--- src/rtcc_pkg.sv ---
package rtcc_pkg;

    // Configuration register indexes.
    typedef enum logic [3:0] {
        REG_RECEIVE_WINDOW     = 4'd0,
        REG_INITIAL_SSTHRESH   = 4'd1,
        REG_AVOIDANCE_SSTHRESH = 4'd2,
        REG_INITIAL_SRTT       = 4'd3,
        REG_INITIAL_TIMEOUT    = 4'd4,
        REG_TIMEOUT_CAP        = 4'd5,
        REG_FALLBACK_TIMEOUT   = 4'd6,
        REG_INITIAL_SEND_BASE  = 4'd7
    } rtcc_reg_idx_t;

    // Event kinds carried in req_type.
    localparam logic REQ_ACK     = 1'b0;
    localparam logic REQ_TIMEOUT = 1'b1;

    // Register defaults after reset.
    localparam logic [15:0] RST_RECEIVE_WINDOW     = 16'd65535;
    localparam logic [15:0] RST_INITIAL_SSTHRESH   = 16'd128;
    localparam logic [15:0] RST_AVOIDANCE_SSTHRESH = 16'd64;
    localparam logic [23:0] RST_INITIAL_SRTT       = 24'd20000;
    localparam logic [23:0] RST_INITIAL_TIMEOUT    = 24'd30000;
    localparam logic [23:0] RST_TIMEOUT_CAP        = 24'd1000000;
    localparam logic [23:0] RST_FALLBACK_TIMEOUT   = 24'd15000;
    localparam logic [31:0] RST_INITIAL_SEND_BASE  = 32'd0;

    localparam logic [15:0] CWND_MAX = 16'hFFFF;

    typedef struct packed {
        logic        req_type;
        logic        ack_flag;
        logic [31:0] ack_seq;
        logic        rtt_valid;
        logic [23:0] rtt_sample_us;
        logic        window_drained;
    } rtcc_in_t;

    typedef struct packed {
        logic [15:0] window_limit;
        logic [15:0] cwnd_value;
        logic [15:0] ssthresh_value;
        logic        slow_start_on;
        logic        cong_avoid_on;
        logic        fast_recovery_on;
        logic [23:0] timeout_us;
        logic        fast_retransmit;
        logic [31:0] retransmit_seq;
        logic        resend_unacked;
    } rtcc_out_t;

endpackage

--- src/reliable_transport_congestion_control_unit.sv ---
// Channel   Direction  Payload      Transfer when
// in        input      rtcc_in_t    in_valid && in_ready
// out       output     rtcc_out_t   out_valid && out_ready
// cfg       input      index, data  cfg_valid && cfg_ready (always ready)
//
// An event is captured in an input register and resolved combinationally into the
// result register, so one event per cycle is sustained while the output is taken.
// The path that sets the clock is the RTT update: difference, smoothing add,
// deviation sum and the timeout compare against the cap.
// Reset loads the configuration registers with their defaults and the state with its initial values.
// A stalled output holds its result; the input register still takes one more event.
module reliable_transport_congestion_control_unit
    import rtcc_pkg::*;
#(
    parameter int DUP_ACK_LIMIT = 3
) (
    input  logic        clk,
    input  logic        rst_n,
    input  logic        in_valid,
    output logic        in_ready,
    input  rtcc_in_t    in_data,
    output logic        out_valid,
    input  logic        out_ready,
    output rtcc_out_t   out_data,
    input  logic        cfg_valid,
    output logic        cfg_ready,
    input  logic [3:0]  cfg_index,
    input  logic [31:0] cfg_data
);

    // Configuration registers. The initial-value registers only load state
    // when written, so they need no storage of their own.
    logic [15:0] recv_win_reg;
    logic [15:0] avoid_ssth_reg;
    logic [23:0] rto_cap_reg;
    logic [23:0] fallback_rto_reg;

    // Connection state.
    logic [31:0] send_base_reg, send_base_next;
    logic [1:0]  dup_count_reg, dup_count_next;
    logic [15:0] cwnd_reg, cwnd_next;
    logic [15:0] ssthresh_reg, ssthresh_next;
    logic        slow_reg, slow_next;
    logic        avoid_reg, avoid_next;
    logic        recov_reg, recov_next;
    logic [23:0] srtt_reg, srtt_next;
    logic [23:0] rtt_dev_reg, rtt_dev_next;
    logic [23:0] rto_reg, rto_next;

    // Pipeline registers.
    rtcc_in_t    in_reg;
    logic        in_vld_reg;
    rtcc_out_t   out_reg, out_next;
    logic        out_vld_reg;
    logic        advance;

    logic               cfg_write;
    logic        [1:0]  dup_inc;
    logic signed [24:0] rtt_diff;
    logic signed [24:0] rtt_step;
    logic signed [24:0] srtt_sum;
    logic        [23:0] srtt_new;
    logic signed [24:0] gap_signed;
    logic        [23:0] rtt_gap;
    logic        [25:0] dev_sum;
    logic        [23:0] dev_new;
    logic        [26:0] rto_sum;
    logic        [23:0] rto_new;

    // Handshake: the event moves to the result register when that one is free or its result is taken.
    assign advance   = in_vld_reg && (!out_vld_reg || out_ready);
    assign in_ready  = !in_vld_reg || advance;
    assign out_valid = out_vld_reg;
    assign out_data  = out_reg;
    assign cfg_ready = 1'b1;
    assign cfg_write = cfg_valid && cfg_ready;

    // Input register.
    always_ff @(posedge clk or negedge rst_n)
    begin
        if (!rst_n)
        begin
            in_vld_reg <= 1'b0;
        end
        else if (in_ready)
        begin
            in_vld_reg <= in_valid;
        end
    end

    always_ff @(posedge clk)
    begin
        if (in_valid && in_ready)
        begin
            in_reg <= in_data;
        end
    end

    // RTT smoothing: srtt moves one eighth toward the sample (floor division),
    // the deviation keeps three quarters of its old value.
    assign rtt_diff   = $signed({1'b0, in_reg.rtt_sample_us}) - $signed({1'b0, srtt_reg});
    assign rtt_step   = rtt_diff >>> 3;
    assign srtt_sum   = $signed({1'b0, srtt_reg}) + rtt_step;
    assign srtt_new   = srtt_sum[23:0];
    assign gap_signed = $signed({1'b0, srtt_new}) - $signed({1'b0, in_reg.rtt_sample_us});
    assign rtt_gap    = gap_signed[24] ? 24'(-gap_signed) : gap_signed[23:0];
    assign dev_sum    = {1'b0, rtt_dev_reg, 1'b0} + {2'b00, rtt_dev_reg} + {2'b00, rtt_gap};
    assign dev_new    = dev_sum[25:2];
    assign rto_sum    = {3'b000, srtt_new} + {1'b0, dev_new, 2'b00};
    assign rto_new    = (rto_sum > {3'b000, rto_cap_reg}) ? fallback_rto_reg : rto_sum[23:0];

    assign dup_inc = dup_count_reg + 2'd1;

    // Window and phase update for the event in the input register.
    always_comb
    begin
        send_base_next = send_base_reg;
        dup_count_next = dup_count_reg;
        cwnd_next      = cwnd_reg;
        ssthresh_next  = ssthresh_reg;
        slow_next      = slow_reg;
        avoid_next     = avoid_reg;
        recov_next     = recov_reg;
        srtt_next      = srtt_reg;
        rtt_dev_next   = rtt_dev_reg;
        rto_next       = rto_reg;
        out_next       = '0;

        if (in_reg.req_type == REQ_ACK)
        begin
            if (in_reg.ack_flag)
            begin
                if (in_reg.ack_seq == send_base_reg)
                begin
                    // Duplicate acknowledgement.
                    dup_count_next = dup_inc;
                    if (dup_inc == 2'(DUP_ACK_LIMIT))
                    begin
                        out_next.fast_retransmit = 1'b1;
                        out_next.retransmit_seq  = in_reg.ack_seq;
                        dup_count_next           = 2'd0;
                        if (cwnd_next > 16'd1)
                        begin
                            cwnd_next = cwnd_next >> 1;
                        end
                        ssthresh_next = cwnd_next;
                        recov_next    = 1'b1;
                    end
                end
                else if (in_reg.ack_seq > send_base_reg)
                begin
                    // New data acknowledged; leaving fast recovery grows the window by one.
                    if (recov_reg)
                    begin
                        if (cwnd_next != CWND_MAX)
                        begin
                            cwnd_next = cwnd_next + 16'd1;
                        end
                        recov_next = 1'b0;
                        avoid_next = 1'b1;
                        slow_next  = 1'b0;
                    end
                    dup_count_next = 2'd0;
                    send_base_next = in_reg.ack_seq;
                    if (in_reg.rtt_valid)
                    begin
                        srtt_next    = srtt_new;
                        rtt_dev_next = dev_new;
                        rto_next     = rto_new;
                    end
                end
            end

            // Threshold reached: enter congestion avoidance, restart the window at one, load the avoidance threshold.
            if (cwnd_next >= ssthresh_next)
            begin
                avoid_next    = 1'b1;
                slow_next     = 1'b0;
                cwnd_next     = 16'd1;
                ssthresh_next = avoid_ssth_reg;
            end

            // Drained window: double in slow start, otherwise add one.
            if (in_reg.window_drained)
            begin
                if (slow_next)
                begin
                    cwnd_next = cwnd_next[15] ? CWND_MAX : {cwnd_next[14:0], 1'b0};
                end
                else if (cwnd_next != CWND_MAX)
                begin
                    cwnd_next = cwnd_next + 16'd1;
                end
            end
        end
        else
        begin
            // Retransmit timer expired.
            ssthresh_next = (cwnd_reg > 16'd1) ? (cwnd_reg >> 1) : 16'd1;
            cwnd_next     = 16'd1;
            recov_next    = 1'b0;
            slow_next     = 1'b1;
            avoid_next    = 1'b0;
            out_next.resend_unacked = 1'b1;
        end

        out_next.window_limit     = (recv_win_reg < cwnd_next) ? recv_win_reg : cwnd_next;
        out_next.cwnd_value       = cwnd_next;
        out_next.ssthresh_value   = ssthresh_next;
        out_next.slow_start_on    = slow_next;
        out_next.cong_avoid_on    = avoid_next;
        out_next.fast_recovery_on = recov_next;
        out_next.timeout_us       = rto_next;
    end

    // Result register.
    always_ff @(posedge clk or negedge rst_n)
    begin
        if (!rst_n)
        begin
            out_vld_reg <= 1'b0;
        end
        else if (advance)
        begin
            out_vld_reg <= 1'b1;
        end
        else if (out_ready)
        begin
            out_vld_reg <= 1'b0;
        end
    end

    always_ff @(posedge clk)
    begin
        if (advance)
        begin
            out_reg <= out_next;
        end
    end

    // Configuration registers.
    always_ff @(posedge clk or negedge rst_n)
    begin
        if (!rst_n)
        begin
            recv_win_reg     <= RST_RECEIVE_WINDOW;
            avoid_ssth_reg   <= RST_AVOIDANCE_SSTHRESH;
            rto_cap_reg      <= RST_TIMEOUT_CAP;
            fallback_rto_reg <= RST_FALLBACK_TIMEOUT;
        end
        else if (cfg_write)
        begin
            unique case (cfg_index)
                REG_RECEIVE_WINDOW:     recv_win_reg     <= cfg_data[15:0];
                REG_AVOIDANCE_SSTHRESH: avoid_ssth_reg   <= cfg_data[15:0];
                REG_TIMEOUT_CAP:        rto_cap_reg      <= cfg_data[23:0];
                REG_FALLBACK_TIMEOUT:   fallback_rto_reg <= cfg_data[23:0];
                default:                ;
            endcase
        end
    end

    // State registers. Writing an initial-value register also loads its state.
    always_ff @(posedge clk or negedge rst_n)
    begin
        if (!rst_n)
        begin
            send_base_reg <= RST_INITIAL_SEND_BASE;
            dup_count_reg <= 2'd0;
            cwnd_reg      <= 16'd1;
            ssthresh_reg  <= RST_INITIAL_SSTHRESH;
            slow_reg      <= 1'b1;
            avoid_reg     <= 1'b0;
            recov_reg     <= 1'b0;
            srtt_reg      <= RST_INITIAL_SRTT;
            rtt_dev_reg   <= 24'd0;
            rto_reg       <= RST_INITIAL_TIMEOUT;
        end
        else
        begin
            if (advance)
            begin
                send_base_reg <= send_base_next;
                dup_count_reg <= dup_count_next;
                cwnd_reg      <= cwnd_next;
                ssthresh_reg  <= ssthresh_next;
                slow_reg      <= slow_next;
                avoid_reg     <= avoid_next;
                recov_reg     <= recov_next;
                srtt_reg      <= srtt_next;
                rtt_dev_reg   <= rtt_dev_next;
                rto_reg       <= rto_next;
            end
            if (cfg_write)
            begin
                unique case (cfg_index)
                    REG_INITIAL_SSTHRESH:  ssthresh_reg  <= cfg_data[15:0];
                    REG_INITIAL_SRTT:      srtt_reg      <= cfg_data[23:0];
                    REG_INITIAL_TIMEOUT:   rto_reg       <= cfg_data[23:0];
                    REG_INITIAL_SEND_BASE: send_base_reg <= cfg_data;
                    default:               ;
                endcase
            end
        end
    end

endmodule

--- config.mk ---
export PLATFORM = sky130hd
export DESIGN_NAME = reliable_transport_congestion_control_unit
export DESIGN_NICKNAME = d
export VERILOG_FILES = /design/src/rtcc_pkg.sv /design/src/reliable_transport_congestion_control_unit.sv
export SDC_FILE = /design/constraint.sdc
export NUM_CORES = 1
export LEC_CHECK = 0
export BUFFER_PORTS_ARGS = -buffer_cell sky130_fd_sc_hd__buf_2
export CORE_UTILIZATION = 49
export CTS_BUF_LIST = sky130_fd_sc_hd__clkbuf_4 sky130_fd_sc_hd__clkbuf_8 sky130_fd_sc_hd__clkbuf_16
export DETAILED_ROUTE_END_ITERATION = 6
export PLACE_DENSITY = 0.78
export SETUP_SLACK_MARGIN = 0.1
export SKIP_CTS_REPAIR_TIMING = 1
export SYNTH_ARGS = -nofsm -noshare
export SYNTH_HDL_FRONTEND = slang
export SYNTH_SLANG_ARGS = --single-unit
--- constraint.sdc ---
create_clock -name clk -period 17.3 [get_ports clk]
set_input_delay 5.19 -clock clk [delete_from_list [all_inputs] [get_ports clk]]
set_output_delay 5.19 -clock clk [all_outputs]
set_load 0.01 [all_outputs]
==> results of run 1 <==
==> cell families (layout without fill, tap and decap cells) <==
kind of cell,count (synthesis),count (layout)
xor+xnor,103,103
simple gates,828,828
other cells,1,3
buf+inv,300,504
compound gates,653,653
fa+ha+maj,235,235
mux,183,183
flops,392,392
==> per-stage QoR <==
step	worst slack (ps)	cells
after floorplan	4390	2695
after global placement	3510	3507
after detailed placement	2880	3507
final	2740	3589
after CTS	2880	3587
after global routing	1450	3589
==> layout by cell type, fill, tap and decap left out, types with 13 or more instances in the layout <==
cell and instances:
xor2_1 33, nand2b_1 23, a21boi_0 17, a21oi_1 128
nand2_1 357, o31ai_1 14, ha_1 208, nor3_1 47
or2_2 14, nor2b_1 26, buf_4 30, edfxtp_1 169
nor2_1 146, nand4_1 24, o21a_1 32, clkbuf_16 44
a211oi_1 18, or3_1 15, dfstp_2 46, buf_2 210
xnor2_1 70, mux2_2 72, o211ai_1 16, o21ai_0 234
inv_1 181, a31oi_1 19, mux2i_1 103, nand3_1 61
a31o_2 21, and3_1 49, dfrtp_1 177, fa_1 27
a21o_1 42, and2_1 13
==> how the worst max path moves through the flow <==
stage | endpoint | from | slack [ps] | cells past startpoint
finish | rto_reg[0] | in_reg[2] | 2740 | 65
global route | rto_reg[3] | srtt_reg[1] | 1450 | 66
detailed placement | rto_reg[0] | srtt_reg[1] | 2880 | 66
CTS | rto_reg[0] | in_reg[2] | 2880 | 65
global placement | rto_reg[19] | in_reg[2] | 3510 | 65
floorplan | rto_reg[15] | in_reg[2] | 4390 | 67
==> metal layers <==
metal  vias to the layer above  part of all wire [%]  wire, um  global-route usage (%)
li1                      10000                     -         -                       -
met1                     10600                    43     32400                    38.0
met2                       958                    45     33500                    42.7
met3                       177                   7.6      5730                    4.08
met4                         0                   4.6      3460                    12.4
met5                         -                     0         0                       0
==> critical path, delay by kind of cell, from the launching register on <==
kind | cells | cell delay, ps
adders and majority gates | 7 | 2390
and+or+nand+nor | 15 | 1930
AOI/OAI and AO/OA | 36 | 8300
xor gates and xnor gates | 4 | 740
DFF | 1 | 460
buffers and inverters | 3 | 600
==> final cells by class <==
type                    instances  area, um^2
clock inverters                18         228
multi-input cells            2003       14200
repair buffers                241        1290
fillers                      4468       23300
flip-flops and latches        392       10700
clock buffers                  62        1270
diodes                          2        5.00
inverters                     183         692
well taps                     688         861
==> impl_metrics.tcl, run 1 <==
set metrics [dict create \
    status "completed" \
    nNetsFinal 3200 \
    place_area_mm2 0.0277 \
    crit_top_cell "a21oi_1" \
    drv_cap 0 \
    worst-path-max-fanout 24 \
    rsz0062_at_grt "no" \
    track_usage_pct 27.5 \
    hp-start "avoid_reg" \
    post-route-util_pct 55.7 \
    cts_buffers 43 \
    synth_fa_ha_area_share_pct 12.1 \
    gp_congestion 0.982 \
    ys_warn_count 0 \
    syn_to_final_growth_pct 12.4 \
    grt_pass1_vias 21100 \
    hold_end "avoid_reg" \
    drv_slew 0 \
    cts_root_buf "clkbuf_16" \
    rrSetupSlack_ps 2740 \
    h-tree-depth 2 \
    ys_async_sr_fraction_pct 56.9 \
    rows 84 \
    final_area_mm2 0.0292 \
    vias_per_cell 6.06 \
    timing.hold.ws_ps 487 \
    finalSetupTns_ps 0 \
    clock-sinks 392 \
    cpMaxStageDelayCell "fa_1" \
    drc 0 \
    grt_max_degree 89 \
    synth-seq-cells 392 \
    antenna_left 0 \
    worst_pin_slew_ps 1300 \
    synthTopCellsByCount "nand2_1, o21ai_0, ha_1, inv_1, dfrtp_1" \
    core_area_mm2 0.0526 \
    drive_gt1_share_pct 17.7 \
    start_util_pct 49.5 \
    synth_compound_area_share_pct 16.3 \
    synth_nets 3031 \
    muxShareOfSynthArea_pct 7.54 \
    drt_pass1_iterations 6 \
    dieArea_mm2 0.0540 \
    grt_pass1_wl_um 116000 \
    required_ps 17750 \
    largest_reg_flops 109 \
    critPathMaxStageDelay_ps 500 \
    synth_top_family_by_area "compound AO/OA/AOI/OAI gates" \
    synth_ff_type "dfrtp_1" \
    reg2reg_to "rto_reg[0]" \
    vias 21700 \
    synth-simple-area-share_pct 15.0 \
    fin_crit_sh_pct 84.2 \
    worstSkewPairLatency_ps 580 \
    synth.most_common_cell "nand2_1" \
    hold_viol 0 \
    syn_area_mm2 0.0260 \
    synth_top_area_share_pct 19.5 \
    synthDistinctLibCells 99 \
    rr_worst_depth 65 \
    setup_viol 0 \
    hpwl_um 54300 \
    r2r-start "in_reg[2]" \
    cts.clk_slew.worst_paths_ps 60 \
    worstHoldPathType "register to register" \
    cp-start-kind "register" \
    yosysTopAreaCell "edfxtp_1" \
    slew_headroom_pct 12.5 \
    cp-end-kind "register" \
    synthXorXnorAreaFrac_pct 3.47 \
    gr-total-overflow 0 \
    fin_crit_ps 14560 \
    post_drt_wl_per_cell_um 20.9 \
    initialDrtViolationCount 2029 \
    cp.arrival_ps 15020 \
    skew_ps 30.6 \
    wl_um 75100 \
    numPortBuffers 211 \
    fmax_mhz 68.7 \
    ys_seq_area_share_pct 41.2 \
    cts_tree "done" \
    cts_buffer_depth 3 \
    die_h_um 232 \
    crit_type "register to register" \
    io-pin-count 213 \
    syn_inst 2695 \
    min_path_cells 2 \
    synth_edf_count 169 \
    synth.area.top_cells "edfxtp_1, dfrtp_1, ha_1" \
    antenna_found_initial 2 \
    die-width_um 232 \
    avgSynthCellArea_um2 9.66 \
]
Power of run 1 is not shown: default switching activity piles up to over one toggle a cycle in this logic, so the estimate is an artifact.
==> run 2: changes to the inputs <==
PLACE_DENSITY = 0.81   (was 0.78)
clock period = 12.7 ns   (was 17.3 ns; I/O delays follow)
==> run 2 against run 1 <==
Compared with the run above: non-clock buffer count rose by 91; maximum frequency rose by 20%; clock skew fell by 5.5 ps; wire length fell by 1.5%; critical endpoint is now rto_reg[20]; highest routed layer is now met5.
==> impl_metrics.tcl, run 2 (synthesized netlist as in run 1, its figures left out) <==
set metrics [dict create \
    vias_per_cell 5.93 \
    antenna_left 0 \
    cts_buffers 43 \
    cp-end-kind "register" \
    dp_cells 3580 \
    rrSetupSlack_ps 550 \
    fin_crit_ps 12150 \
    grt_pass1_vias 20800 \
    gp_congestion 0.974 \
    antenna_found_initial 7 \
    cts_root_buf "clkbuf_16" \
    fmax_mhz 82.3 \
    top_layer "met5" \
    worstHoldPathType "register to register" \
    r2r-start "srtt_reg[9]" \
    post_drt_wl_per_cell_um 20.1 \
    instances_no_fill 3684 \
    hpwl_um 52600 \
    rows 84 \
    cpMaxStageDelayCell "dfstp_2" \
    min_path_cells 1 \
    required_ps 13160 \
    hp-start "in_vld_reg" \
    skew_ps 25.1 \
    grt_max_degree 91 \
    drt_pass1_iterations 6 \
    slew_headroom_pct 15.9 \
    cp-start-kind "register" \
    core_area_mm2 0.0526 \
    fillers 4383 \
    nNetsFinal 3291 \
    gr-total-overflow 0 \
    wl_met1_um 30900 \
    worst-path-max-fanout 7 \
    crit_top_cell "a21oi_2" \
    wl_um 74000 \
    worstSkewPairLatency_ps 590 \
    syn_to_final_growth_pct 16.4 \
    grt_pass1_wl_um 113000 \
    critPathMaxStageDelay_ps 570 \
    clock-sinks 392 \
    critPathTopFamily "compound AO/OA/AOI/OAI gates" \
    final_cell_mix "nand2_1, buf_2, ha_1" \
    worst_pin_slew_ps 1260 \
    status "completed" \
    path_buf_inv 8 \
    io-pin-count 213 \
    cts_buffer_depth 3 \
    rr_worst_depth 67 \
    drc 0 \
    cts.clk_slew.worst_paths_ps 60 \
    fin_crit_sh_pct 95.6 \
    hold_viol 0 \
    track_usage_pct 26.7 \
    die_h_um 232 \
    vias 21900 \
    layout_commonest_cell "nand2_1" \
    reg2reg_to "rto_reg[20]" \
    drive_gt1_share_pct 22.4 \
    numPortBuffers 211 \
    setup_viol 0 \
    start_util_pct 49.5 \
    h-tree-depth 2 \
    dieArea_mm2 0.0540 \
    wl_met3_um 5930 \
    die-width_um 232 \
    drv_cap 0 \
    largest_reg_flops 109 \
    initialDrtViolationCount 2305 \
    hold_end "out_valid" \
    drv_slew 0 \
    cts_tree "done" \
    met2_length_um 33400 \
    cp.arrival_ps 12610 \
    crit_type "register to register" \
]
-- run 2: cell count changes in the layout (fill, tap and decap cells not counted), sizes merged --
cell,change
clkbuf,-2
diode,+6
buf,+89
clkinv,+3
clkinvlp,-1
-- run 2: worst max-delay path by stage --
stage | startpoint | end | slack, ps | cells past startpoint
after floorplan | in_reg[2] | rto_reg[17] | 150 | 67
after global placement | srtt_reg[1] | rto_reg[7] | 200 | 67
after detailed placement | srtt_reg[1] | rto_reg[15] | -120 | 66
after CTS | srtt_reg[1] | rto_reg[15] | -170 | 67
after global routing | srtt_reg[9] | rto_reg[23] | -200 | 67
final | srtt_reg[9] | rto_reg[20] | 550 | 67
-- run 2: per-layer routing --
metal	track usage [%]	vias to the layer above
li1	-	10200
met1	35.4	10500
met2	41.6	901
met3	5.40	192
met4	13.1	2
met5	0	-
-- run 2: final cells by class --
type	instances	area, um^2	area share (%)
diodes	8	20.0	0.0661
clock buffers	58	1210	3.99
clock inverters	20	214	0.706
inverters	183	692	2.28
multi-input cells	2003	14600	48.0
flip-flops and latches	392	10700	35.4
well taps	688	861	2.84
repair buffers	332	2040	6.72
-- run 2: metrics by stage --
stage	hold WS, ps	util (%)	setup TNS, ps	setup slack, ps	cell area [um^2]
after global placement	462	53.9	0	202	28300
after floorplan	424	-	0	148	26100
final	472	57.7	0	553	30300
after CTS	482	56.6	-4370	-170	29700
after detailed placement	475	53.9	-2100	-123	28300
after global routing	521	57.6	-6330	-201	30300
Power of run 2 is left out for the same reason.
